==> config.mk <==
export PLATFORM = sky130hd
export DESIGN_NAME = at_urc_socket_chunk_demux_unit
export DESIGN_NICKNAME = d
export VERILOG_FILES = /design/src/design/urcd_pkg.sv /design/src/design/at_urc_socket_chunk_demux_unit.sv
export SDC_FILE = /design/constraint.sdc
export NUM_CORES = 1
export LEC_CHECK = 0
export BUFFER_PORTS_ARGS = -buffer_cell sky130_fd_sc_hd__clkbuf_2
export CORE_MARGIN = 5
export CORE_UTILIZATION = 45
export DETAILED_ROUTE_END_ITERATION = 8
export PLACE_DENSITY = 0.7
export SKIP_CTS_REPAIR_TIMING = 1
export SYNTH_ARGS = -nofsm -noshare
export SYNTH_HDL_FRONTEND = slang
export SYNTH_SLANG_ARGS = --single-unit
==> constraint.sdc <==
create_clock -name i_clk -period 3.9 [get_ports i_clk]
set_input_delay 0.195 -clock i_clk [delete_from_list [all_inputs] [get_ports i_clk]]
set_output_delay 0.195 -clock i_clk [all_outputs]
set_load 0.01 [all_outputs]
==> src/design/urcd_pkg.sv <==
package urcd_pkg;

    localparam int NUM_SOCKETS     = 8;
    localparam int FIELD_MAX_CHARS = 7;
    localparam int CNT_W           = $clog2(FIELD_MAX_CHARS);

    localparam logic signed [15:0] SOCK_LIMIT = 16'(NUM_SOCKETS);
    localparam logic [15:0]        MALFORMED  = 16'hFC19;   // -999

    // event codes on o_event_kind
    localparam logic [2:0] EV_PAYLOAD   = 3'd0;
    localparam logic [2:0] EV_HEADER    = 3'd1;
    localparam logic [2:0] EV_CHUNK_END = 3'd2;
    localparam logic [2:0] EV_UNHANDLED = 3'd3;
    localparam logic [2:0] EV_BAD_SOCK  = 3'd4;

    localparam logic [7:0] CH_PLUS  = 8'h2B;
    localparam logic [7:0] CH_MINUS = 8'h2D;
    localparam logic [7:0] CH_COMMA = 8'h2C;
    localparam logic [7:0] CH_COLON = 8'h3A;
    localparam logic [7:0] CH_CR    = 8'h0D;
    localparam logic [7:0] CH_LF    = 8'h0A;
    localparam logic [7:0] CH_ZERO  = 8'h30;
    localparam logic [7:0] CH_NINE  = 8'h39;

    // "+CIPRCV,"
    function automatic logic [7:0] hdr_char(input logic [2:0] idx);
        logic [7:0] c;
        case (idx)
            3'd0:    c = 8'h2B;
            3'd1:    c = 8'h43;
            3'd2:    c = 8'h49;
            3'd3:    c = 8'h50;
            3'd4:    c = 8'h52;
            3'd5:    c = 8'h43;
            3'd6:    c = 8'h56;
            default: c = 8'h2C;
        endcase
        return c;
    endfunction

endpackage

==> src/design/at_urc_socket_chunk_demux_unit.sv <==
// Channel | Direction | Handshake               | Payload
// --------+-----------+-------------------------+-------------------------------------------
// rx      | in        | i_in_valid / o_in_ready | i_rx_byte
// event   | out       | o_out_valid / i_out_ready | o_event_kind, o_socket_id,
//         |           |                         | o_chunk_length, o_payload_byte,
//         |           |                         | o_last_of_chunk
//
// One item per cycle: the parser state is updated at the edge that takes the
// byte, and the event (if any) lands in the output register at that same edge.
// o_out_valid is registered and rises in the cycle after the accept.
// o_in_ready drops only while an event sits unclaimed in the output register;
// a byte that makes no event is taken even then only if the register drains.
// Synchronous active-low reset returns the parser to idle with no event held.
module at_urc_socket_chunk_demux_unit (
    input  logic                i_clk,
    input  logic                i_rst_n,
    input  logic                i_in_valid,
    output logic                o_in_ready,
    input  logic [7:0]          i_rx_byte,
    output logic                o_out_valid,
    input  logic                i_out_ready,
    output logic [2:0]          o_event_kind,
    output logic signed [15:0]  o_socket_id,
    output logic signed [15:0]  o_chunk_length,
    output logic [7:0]          o_payload_byte,
    output logic                o_last_of_chunk
);

    typedef enum logic [2:0] {
        ST_IDLE,
        ST_SOCK,
        ST_LEN,
        ST_PAY,
        ST_DISC,
        ST_SKIP
    } t_mode;

    // parser state
    t_mode                          r_mode, n_mode;
    logic [2:0]                     r_match, n_match;
    logic [urcd_pkg::CNT_W-1:0]     r_cnt, n_cnt;
    logic [15:0]                    r_acc, n_acc;
    logic                           r_neg, n_neg;
    logic                           r_stop, n_stop;
    logic [15:0]                    r_cur_sock, n_cur_sock;
    logic [15:0]                    r_remain, n_remain;
    logic [1:0]                     r_line, n_line;
    logic                           r_cr, n_cr;

    // output register
    logic                           r_out_valid;
    logic [2:0]                     r_kind, n_kind;
    logic [15:0]                    r_sock, n_sock;
    logic [15:0]                    r_len, n_len;
    logic [7:0]                     r_byte, n_byte;
    logic                           r_last, n_last;
    logic                           n_emit;

    // field parser terms
    logic                           w_accept;
    logic [7:0]                     w_term;
    logic                           w_hit_term;
    logic                           w_digit;
    logic [15:0]                    w_acc_step;
    logic [urcd_pkg::CNT_W:0]       w_cnt_inc;
    logic                           w_fdone;
    logic [15:0]                    w_fvalue;
    logic                           w_bad_sock;
    logic                           w_pay_last;
    logic [3:0]                     w_match_inc;

    assign o_in_ready = !r_out_valid || i_out_ready;
    assign w_accept   = i_in_valid && o_in_ready;

    assign w_term     = (r_mode == ST_LEN) ? urcd_pkg::CH_COLON : urcd_pkg::CH_COMMA;
    assign w_hit_term = (i_rx_byte == w_term);
    assign w_digit    = (i_rx_byte >= urcd_pkg::CH_ZERO) && (i_rx_byte <= urcd_pkg::CH_NINE);
    // acc * 10 + digit, wraps at 16 bits
    assign w_acc_step = (r_acc << 3) + (r_acc << 1) + {12'd0, i_rx_byte[3:0]};
    assign w_cnt_inc  = {1'b0, r_cnt} + 1'b1;
    assign w_fdone    = w_hit_term || (w_cnt_inc >= (urcd_pkg::CNT_W+1)'(urcd_pkg::FIELD_MAX_CHARS));

    always_comb begin
        if (!w_hit_term || r_cnt == '0) begin
            w_fvalue = urcd_pkg::MALFORMED;
        end else if (r_neg) begin
            w_fvalue = 16'd0 - r_acc;
        end else begin
            w_fvalue = r_acc;
        end
    end

    assign w_bad_sock  = ($signed(r_cur_sock) < 0) || ($signed(r_cur_sock) >= urcd_pkg::SOCK_LIMIT);
    assign w_pay_last  = ($signed(r_remain) <= 16'sd1);
    assign w_match_inc = {1'b0, r_match} + 1'b1;

    always_comb begin
        n_mode     = r_mode;
        n_match    = r_match;
        n_cnt      = r_cnt;
        n_acc      = r_acc;
        n_neg      = r_neg;
        n_stop     = r_stop;
        n_cur_sock = r_cur_sock;
        n_remain   = r_remain;
        n_line     = r_line;
        n_cr       = r_cr;
        n_emit     = 1'b0;
        n_kind     = urcd_pkg::EV_PAYLOAD;
        n_sock     = 16'd0;
        n_len      = 16'd0;
        n_byte     = 8'd0;
        n_last     = 1'b0;

        case (r_mode)
            ST_SOCK, ST_LEN: begin
                if (w_fdone) begin
                    n_cnt  = '0;
                    n_acc  = 16'd0;
                    n_neg  = 1'b0;
                    n_stop = 1'b0;
                end else begin
                    n_cnt = w_cnt_inc[urcd_pkg::CNT_W-1:0];
                    if (r_cnt == '0 && i_rx_byte == urcd_pkg::CH_MINUS) begin
                        n_neg = 1'b1;
                    end else if (!r_stop && w_digit) begin
                        n_acc = w_acc_step;
                    end else begin
                        n_stop = 1'b1;
                    end
                end
                if (w_fdone) begin
                    if (r_mode == ST_SOCK) begin
                        n_cur_sock = w_fvalue;
                        n_mode     = ST_LEN;
                    end else begin
                        n_remain = w_fvalue;
                        n_emit   = 1'b1;
                        n_sock   = r_cur_sock;
                        n_len    = w_fvalue;
                        if (w_bad_sock) begin
                            n_mode = ST_DISC;
                            n_kind = urcd_pkg::EV_BAD_SOCK;
                        end else begin
                            n_mode = ST_PAY;
                            n_kind = urcd_pkg::EV_HEADER;
                        end
                    end
                end
            end
            ST_PAY, ST_DISC: begin
                n_remain = r_remain - 16'd1;
                if (w_pay_last) begin
                    n_mode = ST_SKIP;
                end
                if (r_mode == ST_PAY) begin
                    n_emit = 1'b1;
                    n_kind = urcd_pkg::EV_PAYLOAD;
                    n_sock = r_cur_sock;
                    n_byte = i_rx_byte;
                    n_last = w_pay_last;
                end
            end
            ST_SKIP: begin
                if (i_rx_byte == urcd_pkg::CH_LF) begin
                    n_mode = ST_IDLE;
                    n_emit = 1'b1;
                    n_kind = urcd_pkg::EV_CHUNK_END;
                    n_sock = r_cur_sock;
                end
            end
            default: begin
                // idle: hunt for the header, watch for CRLF line ends
                n_mode = ST_IDLE;
                n_line = (r_line == 2'd3) ? 2'd3 : r_line + 2'd1;
                if (i_rx_byte == urcd_pkg::hdr_char(r_match) && w_match_inc == 4'd8) begin
                    n_match = 3'd0;
                    n_line  = 2'd0;
                    n_cr    = 1'b0;
                    n_cnt   = '0;
                    n_acc   = 16'd0;
                    n_neg   = 1'b0;
                    n_stop  = 1'b0;
                    n_mode  = ST_SOCK;
                end else begin
                    if (i_rx_byte == urcd_pkg::hdr_char(r_match)) begin
                        n_match = w_match_inc[2:0];
                    end else begin
                        n_match = (i_rx_byte == urcd_pkg::CH_PLUS) ? 3'd1 : 3'd0;
                    end
                    if (i_rx_byte == urcd_pkg::CH_LF && r_cr && n_line == 2'd3) begin
                        n_match = 3'd0;
                        n_line  = 2'd0;
                        n_cr    = 1'b0;
                        n_emit  = 1'b1;
                        n_kind  = urcd_pkg::EV_UNHANDLED;
                    end else begin
                        n_cr = (i_rx_byte == urcd_pkg::CH_CR);
                    end
                end
            end
        endcase
    end

    always_ff @(posedge i_clk) begin
        if (!i_rst_n) begin
            r_mode      <= ST_IDLE;
            r_match     <= 3'd0;
            r_cnt       <= '0;
            r_acc       <= 16'd0;
            r_neg       <= 1'b0;
            r_stop      <= 1'b0;
            r_cur_sock  <= 16'd0;
            r_remain    <= 16'd0;
            r_line      <= 2'd0;
            r_cr        <= 1'b0;
            r_out_valid <= 1'b0;
        end else begin
            if (w_accept) begin
                r_mode      <= n_mode;
                r_match     <= n_match;
                r_cnt       <= n_cnt;
                r_acc       <= n_acc;
                r_neg       <= n_neg;
                r_stop      <= n_stop;
                r_cur_sock  <= n_cur_sock;
                r_remain    <= n_remain;
                r_line      <= n_line;
                r_cr        <= n_cr;
                r_out_valid <= n_emit;
            end else if (i_out_ready) begin
                r_out_valid <= 1'b0;
            end
        end
    end

    // event payload, no reset needed
    always_ff @(posedge i_clk) begin
        if (w_accept && n_emit) begin
            r_kind <= n_kind;
            r_sock <= n_sock;
            r_len  <= n_len;
            r_byte <= n_byte;
            r_last <= n_last;
        end
    end

    assign o_out_valid     = r_out_valid;
    assign o_event_kind    = r_kind;
    assign o_socket_id     = $signed(r_sock);
    assign o_chunk_length  = $signed(r_len);
    assign o_payload_byte  = r_byte;
    assign o_last_of_chunk = r_last;

    // a payload byte accepted in forward mode always yields a payload event
    a_pay_emits: assert property (@(posedge i_clk) disable iff (!i_rst_n)
        (w_accept && r_mode == ST_PAY) |=>
            (o_out_valid && o_event_kind == urcd_pkg::EV_PAYLOAD))
        else $error("payload byte produced no payload event");

    // last flag only on payload events
    a_last_kind: assert property (@(posedge i_clk) disable iff (!i_rst_n)
        (o_out_valid && o_last_of_chunk) |-> (o_event_kind == urcd_pkg::EV_PAYLOAD))
        else $error("last_of_chunk on non-payload event");

    // a rejected socket sends the parser to silent discard
    a_bad_disc: assert property (@(posedge i_clk) disable iff (!i_rst_n)
        (w_accept && r_mode == ST_LEN && n_mode == ST_DISC) |=>
            (r_mode == ST_DISC && o_out_valid && o_event_kind == urcd_pkg::EV_BAD_SOCK))
        else $error("bad socket not reported or discard not entered");

    // discard mode never forwards bytes
    a_disc_quiet: assert property (@(posedge i_clk) disable iff (!i_rst_n)
        (w_accept && r_mode == ST_DISC) |=> !o_out_valid)
        else $error("event raised while discarding");

endmodule
==> flow_metrics.py, run 1 <==
metrics = {
    "clocking": {
        "cts_htree_levels": 3,
        "clkLatencyLatePin_ns": 0.35,
        "cts_root_buffer": "sky130_fd_sc_hd__clkbuf_16",
        "tritoncts.num_buffers": 9,
        "clkSlewWorstSetupHoldPaths_ns": 0.07,
        "clkSinkCount": 107,
        "tritoncts": "yes",
        "max_clock_buf_depth": 2,
    },
    "layout": {
        "regArea_um2": 2580,
        "area.growth.synth_to_final_pct": 12.0,
        "final_layout_size_suffix_gt1_share_pct": 12.6,
        "antennaDiodeCount": 0,
        "post-route-cell-area_um2": 6980,
        "fin_util_pct": 50.9,
        "n_fill_cell": 1273,
        "final_cell_mix": "92 x sky130_fd_sc_hd__nor2_1, 63 x sky130_fd_sc_hd__dfxtp_1, 57 x sky130_fd_sc_hd__clkbuf_2, 54 x sky130_fd_sc_hd__o21ai_0, 50 x sky130_fd_sc_hd__nand2_1",
        "multi_input_gate_area_um2": 3430,
        "layout_commonest_cell": "sky130_fd_sc_hd__nor2_1",
        "nets": 790,
    },
    "status": {
        "status": "finished, final reports clean",
    },
    "setup_path": {
        "crit_startpoint": "r_match[0]$_SDFFE_PN0P_",
        "timing.rr.start": "r_match[0]$_SDFFE_PN0P_",
        "cp_max_fo": 28,
        "worst_setup_path_start_kind": "register",
        "total_buffers_and_inverters_traversed_by_the_critical_path": 2,
        "worst-endpoint-arrival_ns": 3.76,
        "critical-path-slowest-cell": "sky130_fd_sc_hd__a2111oi_2",
        "timing.critical_path.cells": "inv_1 -> ha_1 -> a2111oi_2 -> o21ai_1 -> a221oi_4 -> a41oi_1 -> a211o_1 -> buf_4 -> or3b_1 -> a21oi_1",
        "timing.critical_path.slowest_cell_delay_ns": 0.63,
        "critical_path.top_delay_family": "compound AO/OA/AOI/OAI gates",
        "crit_path_end_kind": "register",
        "critPathRequiredTime_ns": 4.17,
        "worst-setup-path-type": "reg2reg",
    },
    "timing": {
        "final.setup_skew_ns": 0.00640,
        "finalCritPeriodShare_pct": 89.5,
        "worst_slack_ns": 0.410,
        "totalNegativeSetupSlack_ns": 0,
        "worstMarginPinSlew_ns": 0.900,
        "maxSlewViolCount": 0,
        "finalHoldViolations": 0,
        "report.final.setup_viol": 0,
        "achievable-frequency_mhz": 287,
        "timing.final.crit_period_ns": 3.49,
        "unrepaired_setup_endpoints_after_global_routing": "false",
        "worst_slew_margin_pct": 40.0,
    },
    "synthesis": {
        "dominantRegCellSynth": "sky130_fd_sc_hd__dfxtp_1",
        "synth-async-reset-ratio_pct": 0,
        "mappedNetlistArea_um2": 6230,
        "number_of_flops_mapped_to_enable_cells_by_yosys": 44,
        "yosys_register_bits": 107,
        "yosysTopAreaCell": "sky130_fd_sc_hd__edfxtp_1",
        "mappedNetlistNets": 751,
        "synth_cell_types": 65,
        "synth.yosys.seq_area_share_pct": 41.4,
        "yosys.area.top_type_share_pct": 21.2,
        "ys_top_cells_by_area": "sky130_fd_sc_hd__edfxtp_1 21%, sky130_fd_sc_hd__dfxtp_1 20%, sky130_fd_sc_hd__ha_1 7.4%",
        "synth.yosys.warnings": 0,
        "postSynthAreaPerCell_um2": 8.90,
        "syn_inst": 700,
    },
    "grt": {
        "grt_use_total_pct": 18.0,
        "antenna_found_initial": 0,
        "globalRouteOverflowTotal": 0,
        "grt_pass1_wl_um": 24200,
        "via_count_of_the_first_global_routing_pass": 5058,
        "grt_max_degree": 53,
    },
    "min_path": {
        "hold_path.class": "in2reg",
        "worst_hold_startpoint": "i_in_valid",
    },
    "floorplanning": {
        "top_level_ports": 58,
        "initial_core_utilization_pct": 45.4,
        "die_h_um": 128,
        "design.die.area_um2": 16300,
        "std_cell_rows": 43,
        "core_area_um2": 13700,
        "die_width_um": 128,
    },
    "power": {
        "pwr-share-clk_pct": 37.3,
        "power.switching_mw": 0.683,
        "power.density_nw_per_um2": 356,
        "internal_power_mw": 1.80,
        "combinationalPowerShare_pct": 14.0,
        "finalPower_mw": 2.49,
        "ir_drop_mv": 0.213,
        "power.leakage_nw": 2.81,
        "power.share.sequential_pct": 48.7,
        "sw_frac_of_total_pct": 27.5,
    },
    "place": {
        "place.gp.congestion": 0.944,
        "hpwlAfterDp_um": 11000,
        "io_buffers": 57,
        "dpl_cell_area_um2": 6680,
        "dp_worst_setup_slack_ns": 0.519,
    },
    "detailed_routing": {
        "drc_errors": 0,
        "routed-via-count": 5317,
        "routedWlPerCell_um": 16.1,
        "drt.antenna.violating_nets": 0,
        "routed_via_density": 5.75,
        "drt-total-wl_um": 14900,
        "firstDrtPassIters": 5,
        "drtIter0Drc": 575,
    },
    "flow_run": {
        "maxCapViolCount": 0,
    },
}
## cell type report
class / instances / area share (%)
Clock buffer: 10 / 3.28
Sequential cell: 107 / 37.0
Tap cell: 180 / 3.23
Timing Repair Buffer: 63 / 4.91
Inverter: 26 / 1.40
Multi-Input combinational cell: 532 / 49.1
Clock inverter: 6 / 1.08
## logic make-up after synthesis
group	synth area share [%]
flops	41.4
compound gates	18.0
simple gates	23.0
xor+xnor	3.65
fa+ha+maj	8.07
mux	1.97
buf+inv	3.79
## state kept, by name (all words and copies together), names as in the netlist
signal and cells:
o_chunk_length 16, o_event_kind 3, o_last_of_chunk 1, o_out_valid 1, o_payload_byte 8, o_socket_id 16
r_acc 16, r_cnt 3, r_cr 1, r_cur_sock 16, r_line 2, r_match 3
r_mode 3, r_neg 1, r_remain 16, r_stop 1
## cells in the mapped netlist, types with 9 or more instances
library cell               instances
sky130_fd_sc_hd__a211oi_1          9
sky130_fd_sc_hd__ha_1             37
sky130_fd_sc_hd__clkbuf_1         31
sky130_fd_sc_hd__nor2b_1          14
sky130_fd_sc_hd__edfxtp_1         44
sky130_fd_sc_hd__dfxtp_1          63
sky130_fd_sc_hd__xnor2_1          14
sky130_fd_sc_hd__nand2_1          50
sky130_fd_sc_hd__o21ai_0          54
sky130_fd_sc_hd__mux2i_1          10
sky130_fd_sc_hd__nand3_1          29
sky130_fd_sc_hd__nor4_1           11
sky130_fd_sc_hd__and2_1           26
sky130_fd_sc_hd__nor3_1           17
sky130_fd_sc_hd__a21oi_1          28
sky130_fd_sc_hd__xor2_1           12
sky130_fd_sc_hd__nor3b_1           9
sky130_fd_sc_hd__nor2_1           92
sky130_fd_sc_hd__inv_1            26
## metal layers
layer / share of wire, % / GRT usage (%) / vias up
met4: 1.2 / 5.87 / 0
met3: 6.7 / 2.21 / 15
met2: 49 / 31.7 / 194
li1: - / - / 2606
met5: 0 / 0 / -
met1: 43 / 22.9 / 2502
## final timing paths
kind                                            endpoint  slack, ns  cells after the start
worst max register to register     r_acc[3]$_SDFFE_PN0P_       0.41                     10
worst min-delay path            o_out_valid$_SDFFE_PN0P_       0.13                      3
worst max-delay path               r_acc[3]$_SDFFE_PN0P_       0.41                     10
worst min register to register    r_line[1]$_SDFFE_PN0P_       0.48                      2
## through the flow
stage,hold WS [ns],std cells
global route,0.132,924
global placement,0.468,908
floorplan,0.342,700
finish,0.127,924
detailed placement,0.475,908
CTS,0.119,924
## power groups by stage
stage	sequential (mW)	clock, mW	combinational, mW
4_1_cts	1.21	0.934	0.340
2_1_floorplan	1.22	0	0.268
3_3_place_gp	1.23	0	0.330
5_1_grt	1.22	0.976	0.385
6_report	1.21	0.927	0.347
3_5_place_dp	1.24	0	0.337
## worst min-delay path, stage by stage
cell                       delay (ns)
sky130_fd_sc_hd__clkbuf_2        0.11
sky130_fd_sc_hd__nand2_1         0.05
sky130_fd_sc_hd__a21boi_0        0.07
(Power assumes the default switching activity.)
==> run 2, diff against run 1 <==
- RECOVER_POWER: unset -> 100
==> run 2 against run 1 <==
Net effect: final cell count did not move; sequential power about the same; sequential share of layout area increased by 0.41 points; largest power group unchanged; critical path depth unchanged; non-clock buffer count is the same.
==> flow_metrics.py, run 2 (synthesis gave the netlist of run 1 again) <==
metrics = {
    "status": {
        "status": "finished, final reports clean",
    },
    "timing": {
        "totalNegativeSetupSlack_ns": 0,
        "timing.final.crit_period_ns": 3.48,
        "worst_slew_margin_pct": 14.2,
        "finalHoldViolations": 0,
        "report.final.setup_viol": 0,
        "worst_slack_ns": 0.421,
        "achievable-frequency_mhz": 287,
        "final.setup_skew_ns": 0.00715,
        "worstMarginPinSlew_ns": 1.26,
        "maxSlewViolCount": 0,
        "finalCritPeriodShare_pct": 89.2,
        "unrepaired_setup_endpoints_after_global_routing": "false",
        "hold_ws_ns": 0.125,
    },
    "clocking": {
        "cts_root_buffer": "sky130_fd_sc_hd__clkbuf_16",
        "clkSlewWorstSetupHoldPaths_ns": 0.07,
        "tritoncts.num_buffers": 9,
        "tritoncts": "yes",
        "clkLatencyLatePin_ns": 0.35,
        "clkSinkCount": 107,
        "max_clock_buf_depth": 2,
        "cts_htree_levels": 3,
    },
    "layout": {
        "multi_input_gate_area_um2": 3420,
        "final_layout_size_suffix_gt1_share_pct": 5.78,
        "antennaDiodeCount": 0,
        "area.growth.synth_to_final_pct": 10.8,
        "n_fill_cell": 1315,
        "nets": 790,
        "final_cell_mix": "92 x sky130_fd_sc_hd__nor2_1, 63 x sky130_fd_sc_hd__dfxtp_1, 54 x sky130_fd_sc_hd__o21ai_0, 50 x sky130_fd_sc_hd__nand2_1, 49 x sky130_fd_sc_hd__clkbuf_1",
        "regArea_um2": 2580,
        "layout_commonest_cell": "sky130_fd_sc_hd__nor2_1",
    },
    "power": {
        "power.density_nw_per_um2": 359,
        "power.switching_mw": 0.684,
        "power.leakage_nw": 2.65,
        "sw_frac_of_total_pct": 27.5,
        "ir_drop_mv": 0.218,
        "internal_power_mw": 1.80,
        "combinationalPowerShare_pct": 13.7,
        "pwr-share-clk_pct": 37.5,
        "power.share.sequential_pct": 48.8,
    },
    "setup_path": {
        "worst-setup-path-type": "reg2reg",
        "worst-endpoint-arrival_ns": 3.75,
        "cp_max_fo": 28,
        "worst_setup_path_start_kind": "register",
        "critPathRequiredTime_ns": 4.17,
        "crit_path_end_kind": "register",
    },
    "detailed_routing": {
        "routed-via-count": 5344,
        "routedWlPerCell_um": 16.2,
        "drt.antenna.violating_nets": 0,
        "firstDrtPassIters": 8,
        "drt-total-wl_um": 15000,
        "drtIter0Drc": 494,
        "routed_via_density": 5.78,
        "drc_errors": 0,
    },
    "place": {
        "hpwlAfterDp_um": 11000,
        "place.gp.congestion": 0.944,
        "dp_worst_setup_slack_ns": 0.519,
        "io_buffers": 57,
    },
    "floorplanning": {
        "initial_core_utilization_pct": 45.4,
        "die_width_um": 128,
        "core_area_um2": 13700,
        "top_level_ports": 58,
        "die_h_um": 128,
        "std_cell_rows": 43,
        "design.die.area_um2": 16300,
    },
    "grt": {
        "antenna_found_initial": 0,
        "grt_use_total_pct": 18.0,
        "via_count_of_the_first_global_routing_pass": 5058,
        "grt_max_degree": 53,
        "globalRouteOverflowTotal": 0,
        "grt_pass1_wl_um": 24200,
    },
    "flow_run": {
        "maxCapViolCount": 0,
    },
    "min_path": {
        "hold_path.class": "in2reg",
    },
}
==> run 2: cell count changes in the layout (fill, tap and decap cells not counted), sizes merged <==
| cell | delta |
|---|---|
| buf | -2 |
| clkbuf | +2 |
==> run 2: layout make-up <==
| type | instances | share of cell area [%] |
|---|---|---|
| Multi-Input combinational cell | 532 | 49.5 |
| Tap cell | 180 | 3.26 |
| Clock inverter | 6 | 1.09 |
| Sequential cell | 107 | 37.4 |
| Clock buffer | 10 | 3.32 |
| Inverter | 26 | 1.41 |
| Timing Repair Buffer | 63 | 4.02 |
==> run 2: metrics by stage <==
stage,utilization [%],cell area [um2],instances,power (mW)
3_5_place_dp,48.7,6680,908,1.57
4_1_cts,50.9,6980,924,2.48
3_3_place_gp,48.7,6680,908,1.56
5_1_grt,50.3,6910,924,2.57
2_1_floorplan,-,6240,700,1.49
6_report,50.3,6910,924,2.48
==> run 2: final timing paths <==
path	start	endpoint	slack [ns]	cells after the start
worst min-delay path	i_in_valid	o_out_valid$_SDFFE_PN0P_	0.12	3
worst min register to register	r_line[0]$_SDFFE_PN0P_	r_line[1]$_SDFFE_PN0P_	0.48	2
worst max register to register	r_match[0]$_SDFFE_PN0P_	r_acc[3]$_SDFFE_PN0P_	0.42	10
worst max-delay path	r_match[0]$_SDFFE_PN0P_	r_acc[3]$_SDFFE_PN0P_	0.42	10
==> run 2: power by group through the flow <==
stage	registers, mW	clock network [mW]	logic, mW
floorplan	1.22	0	0.268
global placement	1.23	0	0.330
detailed placement	1.24	0	0.337
CTS	1.21	0.934	0.340
global route	1.21	0.976	0.377
finish	1.21	0.931	0.339
==> run 2: layer usage <==
layer	GRT usage (%)	vias to the layer above	part of all wire (%)
met5	0	-	0
met4	5.87	0	1.4
met3	2.21	22	7.2
met2	31.7	201	48
met1	22.9	2508	43
li1	-	2613	-
==> run 2: worst max-delay path, stage by stage, from the launching register on <==
cell and delay [ns]:
sky130_fd_sc_hd__dfxtp_1 0.52, sky130_fd_sc_hd__inv_1 0.14, sky130_fd_sc_hd__ha_1 0.31, sky130_fd_sc_hd__a2111oi_2 0.64, sky130_fd_sc_hd__o21ai_1 0.22, sky130_fd_sc_hd__a221oi_4 0.33
sky130_fd_sc_hd__nand3_2 0.17, sky130_fd_sc_hd__a211o_1 0.34, sky130_fd_sc_hd__buf_4 0.21, sky130_fd_sc_hd__or3b_1 0.39, sky130_fd_sc_hd__a21oi_1 0.13
==> run 3, diff against run 2 <==
- CORE_MARGIN: 5 -> unset
==> run 3 against run 2 <==
Net effect: critical endpoint is now o_chunk_length[0]$_SDFFCE_PP0P_; utilization increased by 1.2 points; final cell count is 0.32% lower; non-clock buffer count up 1; register-to-register slack worse by 0.05 ns; critical path depth shrank 2.
==> flow_metrics.py, run 3 (synthesis gave the netlist of run 1 again) <==
metrics = {
    "min_path": {
        "worstHoldPathCells": 3,
        "worst_hold_startpoint": "i_in_valid",
        "min_to": "o_out_valid$_SDFFE_PN0P_",
        "hold_path.class": "in2reg",
    },
    "layout": {
        "antennaDiodeCount": 0,
        "area.growth.synth_to_final_pct": 10.7,
        "final_layout_size_suffix_gt1_share_pct": 6.04,
        "n_fill_cell": 1283,
        "final_cell_mix": "92 x sky130_fd_sc_hd__nor2_1, 63 x sky130_fd_sc_hd__dfxtp_1, 54 x sky130_fd_sc_hd__o21ai_0, 50 x sky130_fd_sc_hd__nand2_1, 48 x sky130_fd_sc_hd__clkbuf_1",
        "fin_util_pct": 51.5,
        "nets": 791,
        "layout_commonest_cell": "sky130_fd_sc_hd__nor2_1",
        "post-route-cell-area_um2": 6900,
    },
    "detailed_routing": {
        "drc_errors": 0,
        "drtIter0Drc": 310,
        "firstDrtPassIters": 5,
        "routed_via_density": 5.81,
        "routed-via-count": 5353,
        "drt.antenna.violating_nets": 0,
        "routedWlPerCell_um": 16.1,
        "drt-total-wl_um": 14800,
    },
    "power": {
        "internal_power_mw": 1.80,
        "combinationalPowerShare_pct": 13.7,
        "ir_drop_mv": 0.224,
        "power.leakage_nw": 2.66,
        "power.density_nw_per_um2": 362,
        "pwr-share-clk_pct": 37.7,
        "sw_frac_of_total_pct": 27.8,
        "power.share.sequential_pct": 48.6,
        "power.switching_mw": 0.695,
    },
    "setup_path": {
        "worst-setup-path-type": "reg2reg",
        "ff2ff_path_depth": 8,
        "timing.critical_path.slowest_cell_delay_ns": 0.53,
        "worst_setup_path_start_kind": "register",
        "timing.rr.start": "r_mode[1]$_SDFFE_PN0P_",
        "r2r_slack_ns": 0.37,
        "timing.critical_path.cells": "nor3b_1 -> mux2i_1 -> o22ai_1 -> o21ai_0 -> nand2_1 -> inv_1 -> a21oi_4 -> clkbuf_4",
        "worst-endpoint-arrival_ns": 3.52,
        "critical-path-slowest-cell": "sky130_fd_sc_hd__dfxtp_1",
        "crit_path_end_kind": "register",
        "reg2reg_to": "o_chunk_length[0]$_SDFFCE_PP0P_",
        "critPathRequiredTime_ns": 3.89,
        "cp_max_fo": 38,
    },
    "clocking": {
        "clkLatencyLatePin_ns": 0.35,
        "tritoncts.num_buffers": 9,
        "clkSinkCount": 107,
        "cts_htree_levels": 3,
        "cts_root_buffer": "sky130_fd_sc_hd__clkbuf_16",
        "clkSlewWorstSetupHoldPaths_ns": 0.07,
        "tritoncts": "yes",
        "max_clock_buf_depth": 2,
    },
    "grt": {
        "via_count_of_the_first_global_routing_pass": 4931,
        "grt_max_degree": 53,
        "grt_use_total_pct": 21.4,
        "grt_pass1_wl_um": 24500,
        "globalRouteOverflowTotal": 0,
        "antenna_found_initial": 0,
    },
    "timing": {
        "hold_ws_ns": 0.130,
        "worst_slew_margin_pct": 8.97,
        "finalCritPeriodShare_pct": 90.5,
        "timing.final.crit_period_ns": 3.53,
        "worstMarginPinSlew_ns": 1.33,
        "achievable-frequency_mhz": 283,
        "maxSlewViolCount": 0,
        "report.final.setup_viol": 0,
        "finalHoldViolations": 0,
        "unrepaired_setup_endpoints_after_global_routing": "false",
        "final.setup_skew_ns": 0.00615,
        "totalNegativeSetupSlack_ns": 0,
    },
    "status": {
        "status": "finished, final reports clean",
    },
    "flow_run": {
        "maxCapViolCount": 0,
    },
    "floorplanning": {
        "design.die.area_um2": 14300,
        "initial_core_utilization_pct": 46.5,
        "std_cell_rows": 42,
        "die_width_um": 120,
        "die_h_um": 120,
        "top_level_ports": 58,
        "core_area_um2": 13400,
    },
    "place": {
        "io_buffers": 57,
        "dpl_cell_area_um2": 6680,
        "hpwlAfterDp_um": 10700,
        "place.gp.congestion": 0.895,
    },
}
[run 3: how the worst max path moves through the flow]
stage	startpoint	cells past startpoint	slack, ns	endpoint
floorplan	r_mode[0]$_SDFFE_PN0P_	7	0.73	o_chunk_length[0]$_SDFFCE_PP0P_
detailed placement	r_match[0]$_SDFFE_PN0P_	10	0.54	r_acc[3]$_SDFFE_PN0P_
finish	r_mode[1]$_SDFFE_PN0P_	8	0.37	o_chunk_length[0]$_SDFFCE_PP0P_
global placement	r_match[0]$_SDFFE_PN0P_	10	0.65	r_acc[3]$_SDFFE_PN0P_
global route	r_match[0]$_SDFFE_PN0P_	10	0.1	r_acc[3]$_SDFFE_PN0P_
CTS	r_match[0]$_SDFFE_PN0P_	10	0.52	r_acc[3]$_SDFFE_PN0P_
[run 3: layout make-up]
class	instances	area [um2]	area share, %
Multi-Input combinational cell	532	3420	49.5
Sequential cell	107	2580	37.4
Timing Repair Buffer	64	273	3.95
Clock buffer	9	225	3.26
Tap cell	176	220	3.19
Inverter	26	97.6	1.41
Clock inverter	7	83.8	1.21
[run 3: critical path, delay by kind of cell, from the launching register on]
| family | cells | cell delay (ns) |
|---|---|---|
| flip-flops | 1 | 0.53 |
| AO/OA/AOI/OAI | 3 | 1.04 |
| AND/OR/NAND/NOR | 2 | 0.75 |
| multiplexers | 1 | 0.17 |
| buffers and inverters | 2 | 0.67 |
[run 3: power groups by stage]
stage | Sequential (mW) | Clock, mW | Combinational, mW
CTS | 1.21 | 0.952 | 0.344
finish | 1.21 | 0.942 | 0.342
global placement | 1.23 | 0 | 0.335
detailed placement | 1.24 | 0 | 0.341
floorplan | 1.22 | 0 | 0.268
global route | 1.22 | 0.993 | 0.378
[run 3: routing by layer]
| metal | track usage (%) | vias up | wire, um |
|---|---|---|---|
| met2 | 34.9 | 190 | 7000 |
| li1 | - | 2623 | - |
| met5 | 0 | - | 0 |
| met1 | 28.4 | 2515 | 6630 |
| met4 | 7.89 | 0 | 258 |
| met3 | 3.85 | 25 | 918 |
[run 3: per-stage QoR]
step,worst slack [ns],std cells,total power [mW]
global placement,0.651,905,1.57
floorplan,0.734,700,1.49
CTS,0.522,921,2.51
finish,0.371,921,2.50
global route,0.0971,921,2.59
detailed placement,0.542,905,1.58
